--- src/r2p_pkg.sv ---
// shared constants, arctangent table and pipeline word type for the polar converter
package r2p_pkg;

    localparam int SAMPLE_WIDTH = 16;
    localparam int STAGE_COUNT  = 16;
    localparam int GUARD_BITS   = 16;

    localparam int PHASE_W    = 32;
    localparam int XY_W       = SAMPLE_WIDTH + GUARD_BITS + 2;
    localparam int SQ_W       = 2 * SAMPLE_WIDTH;
    localparam int TRIAL_W    = SQ_W + 1;
    localparam int CELL_COUNT = (STAGE_COUNT > SAMPLE_WIDTH) ? STAGE_COUNT : SAMPLE_WIDTH;
    localparam int IDX_W      = $clog2(CELL_COUNT);
    localparam int DIG_W      = $clog2(SAMPLE_WIDTH);
    localparam int TAB_LEN    = 32;
    localparam int TAB_IDX_W  = 5;
    localparam int ANGLE_DROP = PHASE_W - SAMPLE_WIDTH;

    localparam logic [PHASE_W-1:0] PHASE_PI   = 32'h8000_0000;
    localparam logic [PHASE_W-1:0] PHASE_HALF =
        (ANGLE_DROP == 0) ? '0 : PHASE_W'(64'd1 << (ANGLE_DROP - 1));

    localparam logic [PHASE_W-1:0] ATAN_TABLE [TAB_LEN] = '{
        32'h20000000, 32'h12E4051E, 32'h09FB385B, 32'h051111D4,
        32'h028B0D43, 32'h0145D7E1, 32'h00A2F61E, 32'h00517C55,
        32'h0028BE53, 32'h00145F2F, 32'h000A2F98, 32'h000517CC,
        32'h00028BE6, 32'h000145F3, 32'h0000A2FA, 32'h0000517D,
        32'h000028BE, 32'h0000145F, 32'h00000A30, 32'h00000518,
        32'h0000028C, 32'h00000146, 32'h000000A3, 32'h00000051,
        32'h00000029, 32'h00000014, 32'h0000000A, 32'h00000005,
        32'h00000003, 32'h00000001, 32'h00000001, 32'h00000000
    };

    typedef logic [IDX_W-1:0] t_stage_idx;

    typedef struct packed {
        logic                      zero;
        logic signed [XY_W-1:0]    x;
        logic signed [XY_W-1:0]    y;
        logic [PHASE_W-1:0]        phase;
        logic [SAMPLE_WIDTH-1:0]   root;
        logic [SQ_W-1:0]           rem;
    } t_cell_word;

endpackage

--- src/r2p_back.sv ---
// exit stage: magnitude rounding, angle rounding and output register
module r2p_back (
    input  logic                                     i_clk,
    input  logic                                     i_rst_n,
    input  logic                                     i_valid,
    input  r2p_pkg::t_cell_word                      i_word,
    output logic                                     o_ready,
    input  logic                                     i_ready,
    output logic                                     o_valid,
    output logic        [r2p_pkg::SAMPLE_WIDTH-1:0]  o_magnitude,
    output logic signed [r2p_pkg::SAMPLE_WIDTH-1:0]  o_angle
);
    import r2p_pkg::*;

    logic                    r_valid;
    logic [SAMPLE_WIDTH-1:0] r_mag;
    logic [SAMPLE_WIDTH-1:0] r_ang;
    logic [SAMPLE_WIDTH-1:0] n_mag;
    logic [SAMPLE_WIDTH-1:0] n_ang;
    logic [PHASE_W-1:0]      phase_rnd;
    logic                    load;

    assign phase_rnd = i_word.phase + PHASE_HALF;
    assign load      = !r_valid || i_ready;

    always_comb begin
        if (i_word.zero) begin
            n_mag = '0;
            n_ang = '0;
        end else begin
            n_mag = (i_word.rem > SQ_W'(i_word.root)) ? i_word.root + 1'b1 : i_word.root;
            n_ang = phase_rnd[PHASE_W-1 -: SAMPLE_WIDTH];
        end
    end

    always_ff @(posedge i_clk) begin
        if (!i_rst_n) begin
            r_valid <= 1'b0;
        end else if (load) begin
            r_valid <= i_valid;
        end
    end

    always_ff @(posedge i_clk) begin
        if (load) begin
            r_mag <= n_mag;
            r_ang <= n_ang;
        end
    end

    assign o_ready     = load;
    assign o_valid     = r_valid;
    assign o_magnitude = r_mag;
    assign o_angle     = $signed(r_ang);

endmodule

--- config.mk ---
export PLATFORM = sky130hd
export DESIGN_NAME = r2p_back
export DESIGN_NICKNAME = d
export VERILOG_FILES = /design/src/r2p_pkg.sv /design/src/r2p_back.sv
export SDC_FILE = /design/constraint.sdc
export NUM_CORES = 1
export LEC_CHECK = 0
export CAP_MARGIN = 20
export CORE_ASPECT_RATIO = 0.6
export CORE_MARGIN = 3
export CORE_UTILIZATION = 60
export CTS_CLUSTER_SIZE = 30
export DETAILED_ROUTE_END_ITERATION = 10
export DONT_BUFFER_PORTS = 1
export PLACE_DENSITY = 0.76
export SLEW_MARGIN = 25
export SYNTH_ARGS = -nofsm -noshare
export SYNTH_HDL_FRONTEND = slang
export SYNTH_SLANG_ARGS = --single-unit
--- constraint.sdc ---
create_clock -name i_clk -period 3.5 [get_ports i_clk]
set_input_delay 0.7 -clock i_clk [delete_from_list [all_inputs] [get_ports i_clk]]
set_output_delay 0.7 -clock i_clk [all_outputs]
set_load 0.01 [all_outputs]
Word-level counts from Yosys, hierarchy flattened. Cells that the tools add are included.

Word-level logic and storage cells: 9. Register bits after elaboration: 33. Input port bits: 153. Bits in latches: 0. Bits in read-only memories: 0. Output and inout port bits: 34. Memory bits (writable): 0. Memories: 0.

Shift operators: 0. $mul: 0. Divide/modulo/power cells: 0. Add/sub/neg operators: 2. Mux-type cells: 1. Magnitude comparators: 1. Eq/ne operators: 0. Bitwise operators: 0. Reductions and logical operators: 2.

Operators by type and width (number): $add 32x16->32 const B (1); $gt 32x16->1 (1); $add 16x1->16 const B (1); $mux 16 (1); $logic_not 1->1 (1); $logic_or 1x1->1 (1).

Depth between registers and ports, before layout.
Depth in word-level cells: 2. Depth in mapped cells: 9. Mapped depth without buffers: 8.

Worst setup path after synthesis. No wires, ideal clock.

Path type: input-to-reg. Start point: input port i_word[47] (netlist name). End point: register r_mag[15] (netlist: o_magnitude[15]), data pin. Stages: 8. Arrival: 2.582 ns. Path slack: 0.657 ns. Buffers on the path: 0. Setup time: 0.260 ns. Required time: 3.240 ns. Cell sequence: inv_1 ha_1 nand4_1 or4_1 nor3_2 nor4b_1 and4_4 mux2_4.

Longest elaborated chain between the ends: 2. Elaborated cells on any way between the ends: 3. Classes of those cells: add/sub (1); order compare (1); mux (1).

RTL lines: from (decl) (RTL line r2p_back.sv:6) `input r2p_pkg::t_cell_word i_word,`; $gt 32x16->1 / $add 16x1->16 (equally long branches) (RTL line r2p_back.sv:31) `n_mag = (i_word.rem > SQ_W'(i_word.root)) ? i_word.root + 1'b1 : i_word.root;`; $mux 16 (*) (RTL line r2p_back.sv:31); to (signal assigned) (RTL line r2p_back.sv:46) `r_mag <= n_mag;`; to (decl) (RTL line r2p_back.sv:16) `logic [SAMPLE_WIDTH-1:0] r_mag;`.

Mark *: on every way between the ends. The rest lies on a longest branch, timed or not. A chain may end at the register's enable or synchronous reset.

Worst setup path in the final report. Same ends and word-level chain as after synthesis.

==> reports/results.tsv <==
stage	metric	value	unit
run_status	status	finished, final reports clean	
route	drcViolationCount	0	
placed_design	place_congestion	0.876	
sta	final_max_slew_viol_count	0	
setup_path	start_kind	input port	
pwr	power_density	353	mW/mm2
setup_path	required	3520	ps
synthesis	avgSynthCellArea	9.81	um2
placed_design	hpwl	4510	um
layout	drive_above_1_share	10.5	%
route	first_iter_violations	188	
route	met1_length	2160	um
floorplanning	num_rows	16	
clock_tree	tritoncts	yes	
clock_tree	cts_hold_buf	0	
setup_path	path_class	input port to register	
clock_tree	path_clk_slew	60	ps
route	avgRoutedWirePerCell	19.8	um
job	drv_cap	0	
global_route	grt_max_degree	40	
global_route	grt_pass1_wl	8240	um
pwr	leakage	0.914	nW
layout	design_area	0.00241	mm2
global_route	grt_overflow	0	
sta	worst_slew_pin_slew	828	ps
setup_path	cp_data_arrival_time	2920	ps
clock_tree	clk_path_buf_depth	2	
clock_tree	root_buffer	clkbuf_8	
synthesis	synth.largest_area_cell	edfxtp_1	
sta	finalSetupViolCount	0	
sta	min_period	2900	ps
global_route	grt_pass1_vias	1741	
layout	n_antenna_cell	0	
synthesis	ys_seq_area_share	42.6	%
route	highest_layer	met4	
placed_design	placed_cell_area	0.00234	mm2
sta	finalCritPeriodShare	82.9	%
global_route	grt.total_usage	23.8	%
clock_tree	ctsHtreeMaxLevel	2	
route	dr_total_vias	1802	
sta	slew_headroom	44.8	%
floorplanning	core-area	0.00346	mm2
synthesis	synthArstFlopShare	0	%
route	finalWirelength	5570	um
floorplanning	die_w	86.0	um
clock_tree	clock-sinks	33	
placed_design	port_buffers	0	
clock_tree	postCtsSetupRepairBufs	0	
global_route	antenna_found_initial	0	
synthesis	syn_area	0.00230	mm2
sta	skew	3.52	ps
setup_path	worstPathMaxFanout	6	
synthesis	synthTopCellsByArea	edfxtp_1 42%, ha_1 9.8%, nor2_1 5.2%, nand3_1 4.1%, xor2_1 3.8%	
floorplanning	die_h	54.0	um
synthesis	yosysTopAreaCellShare	41.7	%
route	ant_nets	0	
sta	hold_viol	0	
route	avgViaCountPerCell	6.39	
synthesis	ys_top_cells_by_count	32 x edfxtp_1, 32 x nor2_1, 19 x nand3_1	
setup_path	endpoint_kind	register	
synthesis	synth.distinct_cells	41	
route	met3WireLength	744	um
sta	max_freq	0.345	GHz
synthesis	synth_edf_count	32	
sta	grt_setup_unrepaired	no	
clock_tree	clk_latency	270	ps
sta	setup-tns-final	0	ps
synthesis	synth_fp_nets	406	
synthesis	ys_warn_count	0	
layout	area.growth.synth_to_final	4.67	%
route	drt-pass1-iter-count	5	
synthesis	synthCells	235	
floorplanning	io_pins	187	
floorplanning	die-area	0.00464	mm2
layout	layout.nets	408	
pwr	peakVddDrop	0.249	mV
clock_tree	cts-buffers-inserted	5	
clock_tree	post_cts_resize_count	0	
synthesis	synth_flop_cell	edfxtp_1	
synthesis	synth-seq-cells	33	
route	met2_length	2600	um
min_path	hold_path_class	input port to register	
floorplanning	start_util	66.5	%
[worst paths after layout]
check	from	end	slack (ps)	cells past startpoint
worst max-delay path	i_word[47]	o_magnitude[15]$_SDFFCE_PP0P_	600	8
worst min-delay path	i_valid	o_valid$_SDFFE_PN0P_	570	2
worst max register to register	o_valid$_SDFFE_PN0P_	o_magnitude[5]$_SDFFCE_PP0P_	2160	1
worst min register to register	o_valid$_SDFFE_PN0P_	o_valid$_SDFFE_PN0P_	1180	2
[sequential cells by signal (all words and copies together), names as in the netlist]
name / count
o_angle: 16
o_valid: 1
o_magnitude: 16
[power breakdown]
group / leakage, nW / switching [mW] / internal, mW
combinational: 0.511 / 0.0546 / 0.0425
sequential: 0.365 / 0.0312 / 0.472
clock: 0.0387 / 0.119 / 0.134
total: 0.914 / 0.204 / 0.648
[critical path, stage by stage]
cell and delay [ps]:
inv_1 30, ha_1 310, nand4_1 270, or4_1 620, nor3_2 300, nor4b_1 160, and4_4 230, mux2_4 290
[per-stage QoR]
| step | utilization, % | worst slack, ps | cells | hold slack [ps] | power [mW] |
|---|---|---|---|---|---|
| 3_3_place_gp | 67.4 | 369 | 275 | 843 | 0.598 |
| 3_5_place_dp | 67.4 | 364 | 275 | 860 | 0.608 |
| 4_1_cts | 69.7 | 637 | 282 | 564 | 0.862 |
| 6_report | 69.7 | 600 | 282 | 570 | 0.852 |
| 2_1_floorplan | - | 657 | 235 | 839 | 0.585 |
| 5_1_grt | 69.7 | 490 | 282 | 578 | 0.896 |
[metal layers]
layer  vias up  GRT usage (%)
met5         -              0
met2       112           39.5
li1        871              -
met3         8           9.48
met4         0           4.74
met1       811           30.0
[cells by family (layout without fill, tap and decap cells)]
logic type,after synthesis,count (layout),synth area share (%)
AND/OR/NAND/NOR,104,104,23.7
buffers and inverters,25,27,4.78
AO/OA/AOI/OAI,34,34,10.3
adder cells (fa/ha/maj),18,18,9.77
flip-flops,33,33,42.6
multiplexers,7,7,3.58
XOR/XNOR,14,14,5.32
[area by class of cell]
cell class,count,area [um2]
multi-input combinational,177,1220
fill,267,1050
sequential,33,981
clock buffer,6,72.6
inverter,18,67.6
tap,45,56.3
timing repair buffer,2,15.0
clock inverter,1,3.75
[cells in the final DEF (no fill, tap or decap), types with 2 or more instances in the layout]
cell type and count:
nor2_1 32, edfxtp_1 32, nand3_1 19, inv_1 18
ha_1 18, a21oi_1 17, nand2_1 13, xor2_1 10
nor3_1 8, nand4_1 7, or4_1 6, mux2_2 6
o31ai_1 5, clkbuf_8 5, xnor2_1 4, o21ai_0 4
nor4_1 4, and3_1 2, nor2b_1 2, and4_1 2
nor4_2 2, buf_4 2
Power figures use the tool's default switching activity.
