--- src/r2p_pkg.sv ---
// shared constants, arctangent table and pipeline word type for the polar converter
package r2p_pkg;

    localparam int SAMPLE_WIDTH = 16;
    localparam int STAGE_COUNT  = 16;
    localparam int GUARD_BITS   = 16;

    localparam int PHASE_W    = 32;
    localparam int XY_W       = SAMPLE_WIDTH + GUARD_BITS + 2;
    localparam int SQ_W       = 2 * SAMPLE_WIDTH;
    localparam int TRIAL_W    = SQ_W + 1;
    localparam int CELL_COUNT = (STAGE_COUNT > SAMPLE_WIDTH) ? STAGE_COUNT : SAMPLE_WIDTH;
    localparam int IDX_W      = $clog2(CELL_COUNT);
    localparam int DIG_W      = $clog2(SAMPLE_WIDTH);
    localparam int TAB_LEN    = 32;
    localparam int TAB_IDX_W  = 5;
    localparam int ANGLE_DROP = PHASE_W - SAMPLE_WIDTH;

    localparam logic [PHASE_W-1:0] PHASE_PI   = 32'h8000_0000;
    localparam logic [PHASE_W-1:0] PHASE_HALF =
        (ANGLE_DROP == 0) ? '0 : PHASE_W'(64'd1 << (ANGLE_DROP - 1));

    localparam logic [PHASE_W-1:0] ATAN_TABLE [TAB_LEN] = '{
        32'h20000000, 32'h12E4051E, 32'h09FB385B, 32'h051111D4,
        32'h028B0D43, 32'h0145D7E1, 32'h00A2F61E, 32'h00517C55,
        32'h0028BE53, 32'h00145F2F, 32'h000A2F98, 32'h000517CC,
        32'h00028BE6, 32'h000145F3, 32'h0000A2FA, 32'h0000517D,
        32'h000028BE, 32'h0000145F, 32'h00000A30, 32'h00000518,
        32'h0000028C, 32'h00000146, 32'h000000A3, 32'h00000051,
        32'h00000029, 32'h00000014, 32'h0000000A, 32'h00000005,
        32'h00000003, 32'h00000001, 32'h00000001, 32'h00000000
    };

    typedef logic [IDX_W-1:0] t_stage_idx;

    typedef struct packed {
        logic                      zero;
        logic signed [XY_W-1:0]    x;
        logic signed [XY_W-1:0]    y;
        logic [PHASE_W-1:0]        phase;
        logic [SAMPLE_WIDTH-1:0]   root;
        logic [SQ_W-1:0]           rem;
    } t_cell_word;

endpackage

--- src/r2p_front.sv ---
// entry stage: squares, half-plane fold and initial cordic vector
module r2p_front (
    input  logic                                     i_clk,
    input  logic                                     i_rst_n,
    input  logic                                     i_valid,
    input  logic signed [r2p_pkg::SAMPLE_WIDTH-1:0]  i_real,
    input  logic signed [r2p_pkg::SAMPLE_WIDTH-1:0]  i_imag,
    output logic                                     o_ready,
    input  logic                                     i_ready,
    output logic                                     o_valid,
    output r2p_pkg::t_cell_word                      o_word
);
    import r2p_pkg::*;

    logic                   r_valid;
    t_cell_word             r_word;
    t_cell_word             n_word;
    logic signed [SQ_W-1:0] re_sq;
    logic signed [SQ_W-1:0] im_sq;
    logic signed [XY_W-1:0] x0;
    logic signed [XY_W-1:0] y0;
    logic                   load;

    assign re_sq = i_real * i_real;
    assign im_sq = i_imag * i_imag;
    assign x0    = XY_W'(i_real) <<< GUARD_BITS;
    assign y0    = XY_W'(i_imag) <<< GUARD_BITS;
    assign load  = !r_valid || i_ready;

    always_comb begin
        n_word.zero  = (i_real == '0) && (i_imag == '0);
        n_word.root  = '0;
        n_word.rem   = $unsigned(re_sq) + $unsigned(im_sq);
        if (i_real < 0) begin
            n_word.x     = -x0;
            n_word.y     = -y0;
            n_word.phase = PHASE_PI;
        end else begin
            n_word.x     = x0;
            n_word.y     = y0;
            n_word.phase = '0;
        end
    end

    always_ff @(posedge i_clk) begin
        if (!i_rst_n) begin
            r_valid <= 1'b0;
        end else if (load) begin
            r_valid <= i_valid;
        end
    end

    always_ff @(posedge i_clk) begin
        if (load) begin
            r_word <= n_word;
        end
    end

    assign o_ready = load;
    assign o_valid = r_valid;
    assign o_word  = r_word;

endmodule

--- config.mk ---
export PLATFORM = sky130hd
export DESIGN_NAME = r2p_front
export DESIGN_NICKNAME = d
export VERILOG_FILES = /design/src/r2p_pkg.sv /design/src/r2p_front.sv
export SDC_FILE = /design/constraint.sdc
export NUM_CORES = 1
export LEC_CHECK = 0
export BUFFER_PORTS_ARGS = -buffer_cell sky130_fd_sc_hd__buf_2
export CORE_MARGIN = 4
export CORE_UTILIZATION = 40
export CTS_CLUSTER_SIZE = 16
export DETAILED_ROUTE_END_ITERATION = 16
export PLACE_DENSITY = 0.6
export SYNTH_ARGS = -nofsm -noshare
export SYNTH_HDL_FRONTEND = slang
export SYNTH_SLANG_ARGS = --single-unit
--- constraint.sdc ---
create_clock -name i_clk -period 10.2 [get_ports i_clk]
set_input_delay 2.04 -clock i_clk [delete_from_list [all_inputs] [get_ports i_clk]]
set_output_delay 2.04 -clock i_clk [all_outputs]
set_load 0.05 [all_outputs]
Yosys cells after proc, flatten, opt, wreduce, memory -nomap -nowiden
Index checks and enable logic that the tools add are counted.
{"block": "totals", "ff_bits": 134, "latchBits": 0, "mem_bits_rw": 0, "romBits": 0, "in_bits": 36, "output_inout_bits": 151, "mem_count": 0}
{"block": "classes", "add_sub_neg": 3, "mul": 2, "div_mod_pow": 0, "order_cmp": 1, "eq_ne": 0, "shift": 0, "n_mux": 1, "bitwise": 0, "reduce_logical": 5}
{"cell": "two-way mux 100 bit", "count": 1}
{"cell": "negator 32 -> 34 bit", "count": 2}
{"cell": "multiplier 16 x 16 -> 32 bit", "count": 2}
{"cell": "adder 32 bit", "count": 1}
{"cell": "zero test 16 bit", "count": 2}
{"cell": "less-than comparator 16 x 1 -> 1 bit, second input constant", "count": 1}
{"cell": "logical AND 1 bit", "count": 1}
{"cell": "zero test 1 bit", "count": 1}
{"cell": "logical OR 1 bit", "count": 1}

Logic depth before layout (Yosys ltp)
{"block": "logic_depth", "word_depth": 2, "ltp_mapped": 26}

Least setup slack after synthesis
No wires, ideal clock.
{"block": "synth_timing", "path_type": "in2reg", "start": "input port i_imag[15] (netlist name)", "end": "register r_word, in the netlist o_word[25], data pin", "arrival_time_ns": 8.628, "slack_ns": 1.312, "cell_stages": 23, "n_path_buf": 0, "path_cell_list": "inv_2 -> nor2_1 -> inv_1 -> fa_1 -> inv_1 -> fa_1 -> inv_1 -> fa_1 -> inv_1 -> fa_1 -> fa_1 -> fa_1 -> fa_1 -> inv_1 -> fa_1 -> inv_1 -> ha_1 -> a2111oi_2 -> o211ai_1 -> a21oi_2 -> o31ai_1 -> a311oi_2 -> xnor2_1"}
{"item": "start, declared", "line": "r2p_front.sv:7", "rtl": "input logic signed [r2p_pkg::SAMPLE_WIDTH-1:0] i_imag,"}
{"item": "end signal, assigned", "line": "r2p_front.sv:55", "rtl": "r_word <= n_word;"}
{"item": "end, declared", "line": "r2p_front.sv:16", "rtl": "t_cell_word r_word;"}

==> summary.md <==
| Metric | Value |
|---|---|
| Initial Util | 0.405 |
| Hold depth | 1 |
| Max-cap viol count | 0 |
| Startpoint Class | input port |
| Synthesized cell area | 20900 µm² |
| Die area | 55900 µm² |
| Post-cts gate resize count | 0 |
| Min-Delay Path Class | reg -> reg |
| # nets final | 2855 |
| CTS sink count | 71 |
| Met1 usage | 0.230 |
| Cell variety after synth | 59 |
| Diodes inserted | 0 |
| Grt ovf | 0 |
| Post-Syn Area per Cell | 10.0 µm² |
| DRC viols | 0 |
| Largest net degree at the start of global routing | 39 |
| Final hold viol count | 0 |
| Hold Buf Count CTS | 0 |
| Final min period | 9.06 ns |
| Via count | 13400 |
| DRT Wirelength | 51.9 mm |
| Ys async rst share | 0 |
| Seq cells post-synth | 71 |
| Seq/Total Area, Yosys | 0.102 |
| Vias per Instance | 4.73 |
| Slowest-stage cell, CP | fa_1 |
| Fin crit share | 0.888 |
| Status | finished clean |
| Share of post-route cells with drive strength above 1 | 0.0729 |
| Setup crit end kind | flop |
| GR Util met3 | 0.0217 |
| Clock buffer depth | 2 |
| Crit-path max FO | 16 |
| Synth warnings | 0 |
| Busiest grt layer | met2 |
| F_max | 0.110 GHz |
| Setup repair after global routing missed its margin | false |
| Clock skew | 0.00915 ns |
| Final slew viol count | 0 |
| Routed WL per cell | 18.3 µm |
| Slew of the pin with the lowest slew margin | 0.668 ns |
| Die X | 236 µm |
| Worst endpoint data arrival time | 9.20 ns |
| Root Buffer Master | clkbuf_16 |
| H-tree depth | 3 |
| Setup Buffers After CTS | 0 |
| Core Region | 51500 µm² |
| First-pass GRT wire length | 84.3 mm |
| Initial antenna violation count | 2 |
| 1st-pass router iterations | 5 |
| Prevailing post-synth register cell | edfxtp_1 |
| Met2 Usage GRT | 0.371 |
| Area Overhead vs Synth | 6.17% |
| Worst skew pair latency | 0.39 ns |
| CTS Buf Count | 9 |
| Iter 0 DRT Violations | 610 |
| DIE HEIGHT | 236 µm |
| Most frequent CP cell | fa_1 |
| I/O Buffers | 107 |
| Gate Count Post-Synth | 2081 |
| Final setup viols | 0 |
| CP max stage delay | 0.83 ns |
| Critical Path, Cell by Cell | buf_2 > buf_4 > nand2_1 > fa_1 > inv_1 > fa_1 > inv_1 > fa_1 > fa_1 > fa_1 > fa_1 > fa_1 > fa_1 > inv_1 > ha_1 > a21oi_1 > inv_2 > o31ai_2 > mux2i_1 > nand3_1 > xnor2_1 |
| CTS clk-pin slew, worst paths | 0.07 ns |
| CTS tree | yes |
| Row Count | 83 |
| DP Wirelength | 45.0 mm |
| Critical setup path kind | in -> reg |
| Worst Path Required | 10.34 ns |
| Total track usage | 0.195 |
| Setup TNS Final | 0 ns |
| Max_slew headroom | 0.554 |
| GP Congestion | 0.940 |
| EDFF count, synth | 70 |
| Number of global-route vias before repair | 15400 |
| Remaining antenna violation count | 0 |
| R2r worst-path depth | 2 |
| I/O pin cnt | 187 |
==> per-stage QoR <==
stage / instance area (µm²) / std cells / utilization / hold slack (ns) / setup WS (ns)
6_report: 22200 / 2834 / 0.430 / 1.01 / 1.14
3_5_place_dp: 21800 / 2818 / 0.424 / 1.06 / 0.772
5_1_grt: 22200 / 2834 / 0.430 / 1.12 / 0.769
4_1_cts: 22200 / 2834 / 0.430 / 1.07 / 1.18
2_1_floorplan: 21200 / 2162 / - / 2.14 / 1.31
3_3_place_gp: 21800 / 2818 / 0.424 / 1.04 / 0.881
==> Yosys cell counts (all sizes together), types with 2 or more instances <==
master | instances | share of area
inv | 627 | 0.11
fa | 520 | 0.50
nand2 | 167 | 0.030
ha | 150 | 0.090
buf | 84 | 0.029
and2 | 83 | 0.025
edfxtp | 70 | 0.10
xnor2 | 70 | 0.029
nor2 | 62 | 0.011
clkbuf | 58 | 0.010
a21oi | 32 | 0.0079
o21ai | 19 | 0.0047
nand2b | 12 | 0.0036
xor2 | 12 | 0.0050
nand3 | 11 | 0.0026
a21o | 10 | 0.0036
o31ai | 10 | 0.0043
and3 | 8 | 0.0024
nor3 | 7 | 0.0017
o21bai | 6 | 0.0022
a211oi | 5 | 0.0018
nor2b | 5 | 0.0015
nor4 | 5 | 0.0015
o21a | 5 | 0.0019
o211ai | 4 | 0.0017
or3 | 4 | 0.0012
or4 | 4 | 0.0014
a21boi | 3 | 0.0011
a31o | 3 | 0.0013
mux2i | 3 | 0.0014
mux2 | 2 | 0.0011
nand3b | 2 | 0.00072
nand4 | 2 | 0.00060
or2 | 2 | 0.00060
==> path summary, 6_finish.rpt <==
check | startpoint | end | slack, ns
setup / recovery | i_imag[15] | o_word[28]$_DFFE_PP_ | 1.14
hold / removal | o_valid$_SDFFE_PN0P_ | o_word[146]$_SDFFCE_PN0P_ | 1.01
setup reg to reg | o_valid$_SDFFE_PN0P_ | o_word[26]$_DFFE_PP_ | 8.47
hold reg to reg | o_valid$_SDFFE_PN0P_ | o_word[146]$_SDFFCE_PN0P_ | 1.01
==> cells in the final DEF (no fill, tap or decap), types with 5 or more instances in the layout <==
cell type,instances
inv_1,623
fa_1,520
nand2_1,167
ha_1,150
buf_2,107
and2_1,83
conb_1,82
xnor2_1,70
edfxtp_1,70
nor2_1,61
a21oi_1,31
xor2_1,12
nand2b_1,11
nand3_1,11
buf_4,11
o21ai_0,10
a21o_1,10
clkbuf_16,9
and3_1,8
o21ai_1,8
nor3_1,7
o31ai_1,7
o21bai_1,6
nor2b_1,5
a211oi_1,5
nor4_1,5
==> critical path, delay by kind of cell <==
| kind | cells | cell delay (ns) |
|---|---|---|
| muxes | 1 | 0.24 |
| adders and majority gates | 9 | 4.82 |
| buffers and inverters | 6 | 0.93 |
| and+or+nand+nor | 2 | 0.26 |
| AOI/OAI and AO/OA | 2 | 0.74 |
| xor gates and xnor gates | 1 | 0.13 |
==> routing by layer <==
metal  vias to the layer above  part of all wire  wire length [µm]
li1                       5987                 -                 -
met1                      7056              0.37             19000
met2                       279              0.57             29500
met3                        78             0.034              1760
met4                         4             0.030              1540
met5                         -           0.00052                27
==> sequential cells by signal (all words and copies together), names as in the netlist <==
register  count
o_valid       1
o_word       70
==> layout make-up <==
| type | instances | area [µm²] |
|---|---|---|
| Clock buffer | 9 | 225 |
| Clock inverter | 7 | 113 |
| Fill cell | 5061 | 29300 |
| Inverter | 627 | 2350 |
| Multi-Input combinational cell | 1322 | 15900 |
| Sequential cell | 71 | 2120 |
| Tap cell | 680 | 851 |
| Timing Repair Buffer | 118 | 618 |
==> logic make-up after synthesis <==
family	synth area share
buf+inv	0.153
fa+ha+maj	0.588
simple gates	0.0853
compound gates	0.0350
xor+xnor	0.0344
flops	0.102
mux	0.00252
other cells	0.000180
Power is not shown: default switching activity piles up to over one toggle a cycle in this logic, so the estimate is an artifact.
