--- src/r2p_pkg.sv ---
// shared constants, arctangent table and pipeline word type for the polar converter
package r2p_pkg;

    localparam int SAMPLE_WIDTH = 16;
    localparam int STAGE_COUNT  = 16;
    localparam int GUARD_BITS   = 16;

    localparam int PHASE_W    = 32;
    localparam int XY_W       = SAMPLE_WIDTH + GUARD_BITS + 2;
    localparam int SQ_W       = 2 * SAMPLE_WIDTH;
    localparam int TRIAL_W    = SQ_W + 1;
    localparam int CELL_COUNT = (STAGE_COUNT > SAMPLE_WIDTH) ? STAGE_COUNT : SAMPLE_WIDTH;
    localparam int IDX_W      = $clog2(CELL_COUNT);
    localparam int DIG_W      = $clog2(SAMPLE_WIDTH);
    localparam int TAB_LEN    = 32;
    localparam int TAB_IDX_W  = 5;
    localparam int ANGLE_DROP = PHASE_W - SAMPLE_WIDTH;

    localparam logic [PHASE_W-1:0] PHASE_PI   = 32'h8000_0000;
    localparam logic [PHASE_W-1:0] PHASE_HALF =
        (ANGLE_DROP == 0) ? '0 : PHASE_W'(64'd1 << (ANGLE_DROP - 1));

    localparam logic [PHASE_W-1:0] ATAN_TABLE [TAB_LEN] = '{
        32'h20000000, 32'h12E4051E, 32'h09FB385B, 32'h051111D4,
        32'h028B0D43, 32'h0145D7E1, 32'h00A2F61E, 32'h00517C55,
        32'h0028BE53, 32'h00145F2F, 32'h000A2F98, 32'h000517CC,
        32'h00028BE6, 32'h000145F3, 32'h0000A2FA, 32'h0000517D,
        32'h000028BE, 32'h0000145F, 32'h00000A30, 32'h00000518,
        32'h0000028C, 32'h00000146, 32'h000000A3, 32'h00000051,
        32'h00000029, 32'h00000014, 32'h0000000A, 32'h00000005,
        32'h00000003, 32'h00000001, 32'h00000001, 32'h00000000
    };

    typedef logic [IDX_W-1:0] t_stage_idx;

    typedef struct packed {
        logic                      zero;
        logic signed [XY_W-1:0]    x;
        logic signed [XY_W-1:0]    y;
        logic [PHASE_W-1:0]        phase;
        logic [SAMPLE_WIDTH-1:0]   root;
        logic [SQ_W-1:0]           rem;
    } t_cell_word;

endpackage

--- src/r2p_cell.sv ---
// one pipeline cell: a cordic micro-rotation and one square-root digit
module r2p_cell (
    input  logic                  i_clk,
    input  logic                  i_rst_n,
    input  r2p_pkg::t_stage_idx   i_stage,
    input  logic                  i_valid,
    input  r2p_pkg::t_cell_word   i_word,
    output logic                  o_ready,
    input  logic                  i_ready,
    output logic                  o_valid,
    output r2p_pkg::t_cell_word   o_word
);
    import r2p_pkg::*;

    logic                    r_valid;
    t_cell_word              r_word;
    t_cell_word              n_word;
    logic                    do_rot;
    logic                    do_dig;
    logic signed [XY_W-1:0]  xs;
    logic signed [XY_W-1:0]  ys;
    logic [PHASE_W-1:0]      atan_val;
    logic [DIG_W-1:0]        digit;
    logic [DIG_W:0]          root_shift;
    logic [DIG_W:0]          bit_shift;
    logic [TRIAL_W-1:0]      trial;
    logic                    load;

    assign do_rot     = {1'b0, i_stage} < (IDX_W + 1)'(STAGE_COUNT);
    assign do_dig     = {1'b0, i_stage} < (IDX_W + 1)'(SAMPLE_WIDTH);
    assign xs         = i_word.x >>> i_stage;
    assign ys         = i_word.y >>> i_stage;
    assign atan_val   = ATAN_TABLE[TAB_IDX_W'(i_stage)];
    assign digit      = DIG_W'(SAMPLE_WIDTH - 1) - DIG_W'(i_stage);
    assign root_shift = {1'b0, digit} + 1'b1;
    assign bit_shift  = {digit, 1'b0};
    assign trial      = (TRIAL_W'(i_word.root) << root_shift)
                      + (TRIAL_W'(1) << bit_shift);
    assign load       = !r_valid || i_ready;

    always_comb begin
        n_word = i_word;
        if (do_rot) begin
            if (!i_word.y[XY_W-1]) begin
                n_word.x     = i_word.x + ys;
                n_word.y     = i_word.y - xs;
                n_word.phase = i_word.phase + atan_val;
            end else begin
                n_word.x     = i_word.x - ys;
                n_word.y     = i_word.y + xs;
                n_word.phase = i_word.phase - atan_val;
            end
        end
        if (do_dig && (TRIAL_W'(i_word.rem) >= trial)) begin
            n_word.rem  = i_word.rem - trial[SQ_W-1:0];
            n_word.root = i_word.root | (SAMPLE_WIDTH'(1) << digit);
        end
    end

    always_ff @(posedge i_clk) begin
        if (!i_rst_n) begin
            r_valid <= 1'b0;
        end else if (load) begin
            r_valid <= i_valid;
        end
    end

    always_ff @(posedge i_clk) begin
        if (load) begin
            r_word <= n_word;
        end
    end

    assign o_ready = load;
    assign o_valid = r_valid;
    assign o_word  = r_word;

endmodule

--- config.mk ---
export PLATFORM = sky130hd
export DESIGN_NAME = r2p_cell
export DESIGN_NICKNAME = d
export VERILOG_FILES = /design/src/r2p_pkg.sv /design/src/r2p_cell.sv
export SDC_FILE = /design/constraint.sdc
export NUM_CORES = 1
export LEC_CHECK = 0
export ABC_AREA = 1
export BUFFER_PORTS_ARGS = -buffer_cell sky130_fd_sc_hd__buf_2
export CAP_MARGIN = 20
export CORE_MARGIN = 5
export CORE_UTILIZATION = 40
export DETAILED_ROUTE_END_ITERATION = 10
export GPL_ROUTABILITY_DRIVEN = 0
export PLACE_DENSITY_LB_ADDON = 0.12
export SETUP_SLACK_MARGIN = 0.05
export SYNTH_ARGS = -nofsm -noshare
export SYNTH_HDL_FRONTEND = slang
export SYNTH_SLANG_ARGS = --single-unit
--- constraint.sdc ---
create_clock -name i_clk -period 14.9 [get_ports i_clk]
set_clock_uncertainty 0.2 [all_clocks]
set_input_delay 1.49 -clock i_clk [delete_from_list [all_inputs] [get_ports i_clk]]
set_output_delay 1.49 -clock i_clk [all_outputs]
set_load 0.005 [all_outputs]
* After elaboration in Yosys (flattened, before gate mapping) *
Memory sizes are Yosys's and may differ from the RTL's.
Cells that the tools add are included.

storage, ports and cells
  register bits after elaboration = 150
  latch bits = 0
  RAM bits = 0
  memory bits (read-only) = 1024
  bits of input ports = 157
  logic and storage cells = 33
  memories kept = 1

cells by class
  add/sub/neg operators = 10
  multiply operators = 0
  divide/modulo/power cells = 0
  magnitude comparators = 2
  equality and inequality tests = 0
  shift-type cells = 5
  mux-type cells = 4
  bitwise gates (word level) = 2
  reduce and logical (&&, ||, !) cells = 2

memory list
  memory            words  bits a word  rd ports  clocked after memory_dff  wr ports  RTL line        text
  (name not given)  32     32           1         0                         0         r2p_cell.sv:33  assign atan_val = ATAN_TABLE[TAB_IDX_W'(i_stage)];

operators by type and width
  operator                                                            count
  100-bit two-way mux                                                 1
  34-bit adder                                                        2
  34-bit by 4-bit >>> shifter with 34-bit output                      2
  34-bit subtractor                                                   2
  32-bit two-way mux                                                  2
  32-bit subtractor                                                   2
  48-bit two-way mux                                                  1
  33-bit adder                                                        1
  32-bit by 33-bit greater-or-equal comparator with 1-bit output      1
  1-bit by 5-bit << shifter with 33-bit output, first input constant  1
  16-bit by 5-bit << shifter with 33-bit output                       1
  32-bit adder                                                        1
  16-bit OR                                                           1
  1-bit by 4-bit << shifter with 16-bit output, first input constant  1
  6-bit greater-or-equal comparator, second input constant            1
  4-bit inverter with 6-bit output                                    1
  4-bit by 1-bit adder with 5-bit output, second input constant       1
  4-bit subtractor, first input constant                              1
  1-bit zero test                                                     1
  1-bit logical OR                                                    1

* Logic depth before layout (Yosys ltp) *
Gate-level depths: netlist of the first run.

  depth in word-level cells = 6
  mapped depth = 40
  gate-level depth less buffers = 34

* Worst setup path before layout of the first run *
Ideal clock, no wire load.

  kind = input port to flip-flop
  from = input port i_stage[1]
  to = register r_word, in the netlist o_word[28] (data pin)
  arrival = 6.704 ns
  data required time = 14.448 ns
  setup slack = 7.743 ns
  cell stages on the path = 38
  cell sequence = buf_6 > inv_2 > buf_2 > buf_2 > ha_1 > ha_1 > clkbuf_2 > clkbuf_1 > clkbuf_1 > nor2_1 > inv_1 > nor2_1 > ha_1 > ha_1 > nand2_1 > a21oi_1 > nand2_1 > nand2_1 > [... 2 more ...] > nand2_1 > o21ai_1 > nand2_1 > nand2_1 > xor2_1 > ha_1 > a21oi_1 > nand2_1 > a21oi_1 > nor2_1 > a2111oi_0 > nand2_1 > nand2_1 > nand2_1 > buf_2 > buf_4 > nand3_2 > nand2_1

RTL lines
  what                  RTL line        text
  from (decl)           r2p_cell.sv:5   input r2p_pkg::t_stage_idx i_stage,
  to (signal assigned)  r2p_cell.sv:70  r_word <= n_word;
  to (decl)             r2p_cell.sv:16  t_cell_word r_word;

==> results of run 1 <==
==> Yosys cell counts (16+ instances only) <==
cell type	count
clkbuf_1	25
o21ai_0	178
edfxtp_1	149
nor3_1	36
nor2_1	311
inv_1	321
xnor2_1	79
xor2_1	125
a21oi_1	181
a21o_1	23
buf_1	20
nand4_1	28
a31oi_1	19
ha_1	158
nand2_1	1089
buf_6	17
nand3_1	293
buf_2	30
nand3_2	16
o21ai_1	44
==> layout by cell type, fill, tap and decap left out, drive strengths merged, types with 6 or more instances in the layout <==
cell and instances:
a21o 23, a21oi 183, a221oi 9, a31oi 19
and2 10, buf 318, clkbuf 20, clkinv 6
edfxtp 149, ha 158, inv 334, mux2i 8
nand2 1099, nand3 309, nand3b 9, nand4 28
nor2 328, nor3 37, nor4 11, o211ai 14
o21a 15, o21ai 235, o21bai 9, o221ai 6
o31ai 6, or2 18, xnor2 79, xor2 125
==> stage by stage <==
stage / cell area (sq um) / utilization, %
5_1_grt: 23570 / 44.94
4_1_cts: 23570 / 44.94
3_5_place_dp: 23000 / 43.85
2_1_floorplan: 21100 / -
3_3_place_gp: 23000 / 43.85
6_report: 23570 / 44.94
==> power groups by stage <==
stage | Combinational (mW) | Sequential (mW) | Clock (mW)
2_1_floorplan | 0.784 | 0.715 | 0
3_3_place_gp | 1.22 | 0.691 | 0
3_5_place_dp | 1.21 | 0.692 | 0
4_1_cts | 1.22 | 0.684 | 0.456
5_1_grt | 1.36 | 0.694 | 0.471
6_report | 1.22 | 0.680 | 0.437
==> registers in the layout, indices dropped and copies added, names as in the netlist <==
name,cells
o_valid,1
o_word,149
==> logic make-up (layout without fill, tap and decap cells) <==
kind of cell,after synthesis,after routing
AO/OA/AOI/OAI,539,539
XOR/XNOR,204,204
adder cells (fa/ha/maj),162,162
buffers and inverters,436,684
flip-flops,150,150
multiplexers,8,8
other,0,2
AND/OR/NAND/NOR,1850,1850
==> worst max path at each step <==
stage / slack [ps] / to / startpoint / cells past startpoint
floorplan: 7740 / o_word[28]$_DFFE_PP_ / i_stage[1] / 38
global placement: 5810 / o_word[25]$_DFFE_PP_ / i_stage[1] / 31
detailed placement: 5670 / o_word[22]$_DFFE_PP_ / i_stage[1] / 31
CTS: 6140 / o_word[13]$_DFFE_PP_ / i_stage[1] / 31
global route: 5220 / o_word[17]$_DFFE_PP_ / i_stage[1] / 31
finish: 5890 / o_word[27]$_DFFE_PP_ / i_stage[1] / 34
==> metal layers <==
metal	track usage [%]	wire, um	part of all wire (%)	vias up
met5	0	0	0	-
met4	7.902	2126	2.9	0
met3	3.615	4568	6.3	109
met2	42.19	34710	48	734
met1	32.10	31620	43	10040
li1	-	-	-	11580
==> worst max-delay path, delay by kind of cell <==
kind	cells	cell delay [ps]
adders and majority gates	3	1480
and+or+nand+nor	14	1900
AOI/OAI and AO/OA	9	2110
xor gates and xnor gates	1	120
buffers and inverters	7	1950
==> layout make-up <==
type / instances / area, sq um
Antenna cell: 2 / 5.005
Clock buffer: 20 / 436.7
Clock inverter: 12 / 131.4
Fill cell: 5764 / 28870
Inverter: 334 / 1254
Multi-Input combinational cell: 2763 / 14770
Sequential cell: 150 / 4494
Tap cell: 688 / 860.8
Timing Repair Buffer: 318 / 1622
==> reports/metrics.csv, run 1 <==
metric;value;unit
status;completed;
cts-root-buf;clkbuf_16;
switchingPower;0.9888;mW
area_growth;11.69;%
cts_setup_buffers;0;
fmax;110.9;MHz
hp-start;o_valid$_SDFFE_PN0P_;
power.internal;1.344;mW
holdBufCountCts;0;
yosys.area_share.adder;9.747;%
num_vias;22460;
r2r_end;o_word[145]$_DFFE_PP_;
drc;0;
timing.reg2reg.setup_slack;12450;ps
numClockSinks;150;
cts_made_buffers;17;
leakagePower;11.60;nW
cp-start-kind;primary input;
worstPathRequired;15040;ps
power_density;98.95;nW/um^2
path_clk_slew;60;ps
rsz0062_at_grt;no;
port_buffers;307;
dieArea;57450;sq um
slew_headroom;34.16;%
hp-class;flip-flop to flip-flop;
r2r_start;o_valid$_SDFFE_PN0P_;
grt_overflow;0;
tns;0;ps
synth_fp_nets;3668;
yosys.area.top_type_share;21.20;%
async_reset_ff_share;0;%
hold_depth;2;
worstMarginPinSlew;987.6;ps
p_clk_share;18.7;%
ff2ff_path_depth;3;
synth_seq_cells;150;
hold_viol_final;0;
start_util;40.24;%
fin_ws;5886;ps
synth_edf_count;149;
clk_latency;470;ps
syn_area_per_cell;6.302;sq um
critPathMaxStageDelay;840;ps
synthSimpleGateAreaFrac;36.84;%
synth.distinct_cells;58;
stdcell_count;4287;
dp.cells;4253;
grt_antenna_before_repair;2;
yosysTopAreaCell;edfxtp_1;
synth_flop_cell;edfxtp_1;
grt_pass1_vias;20760;
cpMostUsedCell;nand2_1;
synth.cell_area;21100;sq um
yosys_warnings;0;
synth_cells;3349;
min_period_over_period;60.50;%
slew_viol_final;0;
ctsResizeCount;0;
io-pin-count;308;
ir_worst_vdd;79.38;uV
ant_nets;0;
fp.dieH;239.7;um
p_comb_share;52.1;%
core;52450;sq um
drt_iter0_drc;1817;
vias_per_cell;5.238;
period_needed;9014;ps
crit_arrival;9150;ps
ys_seq_area_share;21.30;%
hold_end;o_valid$_SDFFE_PN0P_;
dp_hpwl;60030;um
dpl_worst_slack;5674;ps
setup_viol;0;
cp_slowest_cell;ha_1;
crit_fanout;66;
finalPower;2.332;mW
htree_levels;4;
path_class;primary input to flip-flop;
drt-pass1-iter-count;6;
rows;84;
synthTopCellsByArea;edfxtp_1 (21%), nand2_1 (19%), ha_1 (9.4%), nand3_1 (6.9%), inv_1 (5.7%);
grt_usage;24.66;%
fp.dieW;239.7;um
power_frac_seq;29.2;%
synth_top_family_by_area;simple AND/OR/NAND/NOR gates;
max_cap_violations;0;
synth_compound_area_share;14.50;%
grt_pass1_wl;112400;um
wl;73030;um
whs;623.5;ps
grt_max_degree;108;
finalNetCount;3903;
clockBufferDepth;2;
end_kind;flip-flop;
swShare;42.39;%
post_synth_mux_area_share;0.3794;%
cts_tree;yes;
synth_xor_area_share;8.466;%
drive_gt1_share;12.12;%
post_drt_wl_per_cell;17.04;um
(Power assumes the default switching activity.)
==> run 2, diff against run 1 <==
==> constraint.sdc (replaced) <==
create_clock -name i_clk -period 7.85 [get_ports i_clk]
set_clock_uncertainty 0.2 [all_clocks]
set_input_delay 0.785 -clock i_clk [delete_from_list [all_inputs] [get_ports i_clk]]
set_output_delay 0.785 -clock i_clk [all_outputs]
set_load 0.005 [all_outputs]
==> reports/metrics.csv, run 2 (synthesis gave the netlist of run 1 again) <==
metric;value;unit
status;completed;
post_drt_wl_per_cell;17.00;um
drt-pass1-iter-count;5;
cp_slowest_cell;buf_4;
cp.depth;31;
cp_top_family;simple AND/OR/NAND/NOR gates;
fp.dieW;239.7;um
finalNetCount;3911;
crit_arrival;6960;ps
ir_worst_vdd;180.4;uV
grt_usage;24.54;%
largest_reg_flops;149;
whs;292.0;ps
path_class;primary input to flip-flop;
grt_antenna_before_repair;1;
dpl_worst_slack;754.2;ps
port_buffers;307;
clk_latency;480;ps
numClockSinks;150;
num_vias;22500;
vias_per_cell;5.242;
diodes;0;
fin_ws;1022;ps
worstPathRequired;7980;ps
grt_pass1_vias;20950;
fp.dieH;239.7;um
crit_fanout;74;
grt_overflow;0;
drc;0;
hold_viol_final;0;
mostFrequentLayoutCell;nand2_1;
area_growth;12.17;%
hp-class;primary input to flip-flop;
hold_depth;1;
cts_setup_buffers;0;
ff2ff_path_depth;2;
fmax;146.5;MHz
cts_made_buffers;17;
placedInstanceArea;23060;sq um
critPathMaxStageDelay;590;ps
slew_viol_final;0;
drive_gt1_share;12.29;%
path_clk_slew;60;ps
holdBufCountCts;0;
cpMostUsedCell;nand2_1;
io-pin-count;308;
critical_path_buf_inv_count;4;
worstMarginPinSlew;894.2;ps
ctsResizeCount;0;
wl;73000;um
setup_viol;0;
end_kind;flip-flop;
clockBufferDepth;2;
htree_levels;4;
grt_pass1_wl;112300;um
leakagePower;11.67;nW
grt_max_degree;79;
slew_headroom;40.39;%
rsz0062_at_grt;no;
min_period_over_period;86.98;%
stdcell_count;4293;
utilization;45.14;%
cp-start-kind;primary input;
fin_area;23670;sq um
power_density;189.9;nW/um^2
ant_nets;0;
max_cap_violations;0;
rows;84;
dp_hpwl;60440;um
tns;0;ps
core;52450;sq um
period_needed;6828;ps
dieArea;57450;sq um
dp.cells;4261;
start_util;40.24;%
drt_iter0_drc;2038;
cts-root-buf;clkbuf_16;
mostFrequentLayoutCells;nand2_1 (1,087), inv_1 (321), nor2_1 (311);
cts_tree;yes;
finalPower;4.495;mW
[run 2: changes by cell type in the layout (fill, tap and decap cells not counted)]
cell	previous run	this run
buf_4	12	20
bufinv_16	2	4
clkinv_1	1	2
clkinv_2	3	2
clkinv_4	2	3
clkinvlp_4	4	1
diode_2	2	0
[run 2: worst paths after layout]
| kind | startpoint | to | slack (ps) |
|---|---|---|---|
| max | i_stage[2] | o_word[26]$_DFFE_PP_ | 1020 |
| min reg2reg | o_valid$_SDFFE_PN0P_ | o_word[13]$_DFFE_PP_ | 530 |
| min | i_word[148] | o_word[148]$_DFFE_PP_ | 290 |
| max reg2reg | o_valid$_SDFFE_PN0P_ | o_word[113]$_DFFE_PP_ | 6010 |
[run 2: per-layer routing]
metal	up-vias	wire, um	track usage (%)
li1	11600	-	-
met1	10070	31780	31.90
met2	727	34960	42.06
met3	107	4246	3.673
met4	0	2008	7.712
met5	-	0	0
[run 2: final cells by class]
cell class	instances	area (sq um)
multi-input combinational	2763	14770
sequential	150	4494
fill	5718	28770
clock inverter	12	176.4
timing repair buffer	326	1682
clock buffer	20	436.7
tap	688	860.8
inverter	334	1254
[run 2: power by group]
group          internal [mW]  leakage, nW  switching (mW)
Sequential              1.23         1.56          0.0650
Clock                  0.531        0.296           0.358
Combinational          0.857         9.82            1.45
[run 2: worst reg2reg max path: stages, from the launching register on]
cell and delay (ps):
dfxtp_1 330, nand2_4 200, buf_4 640
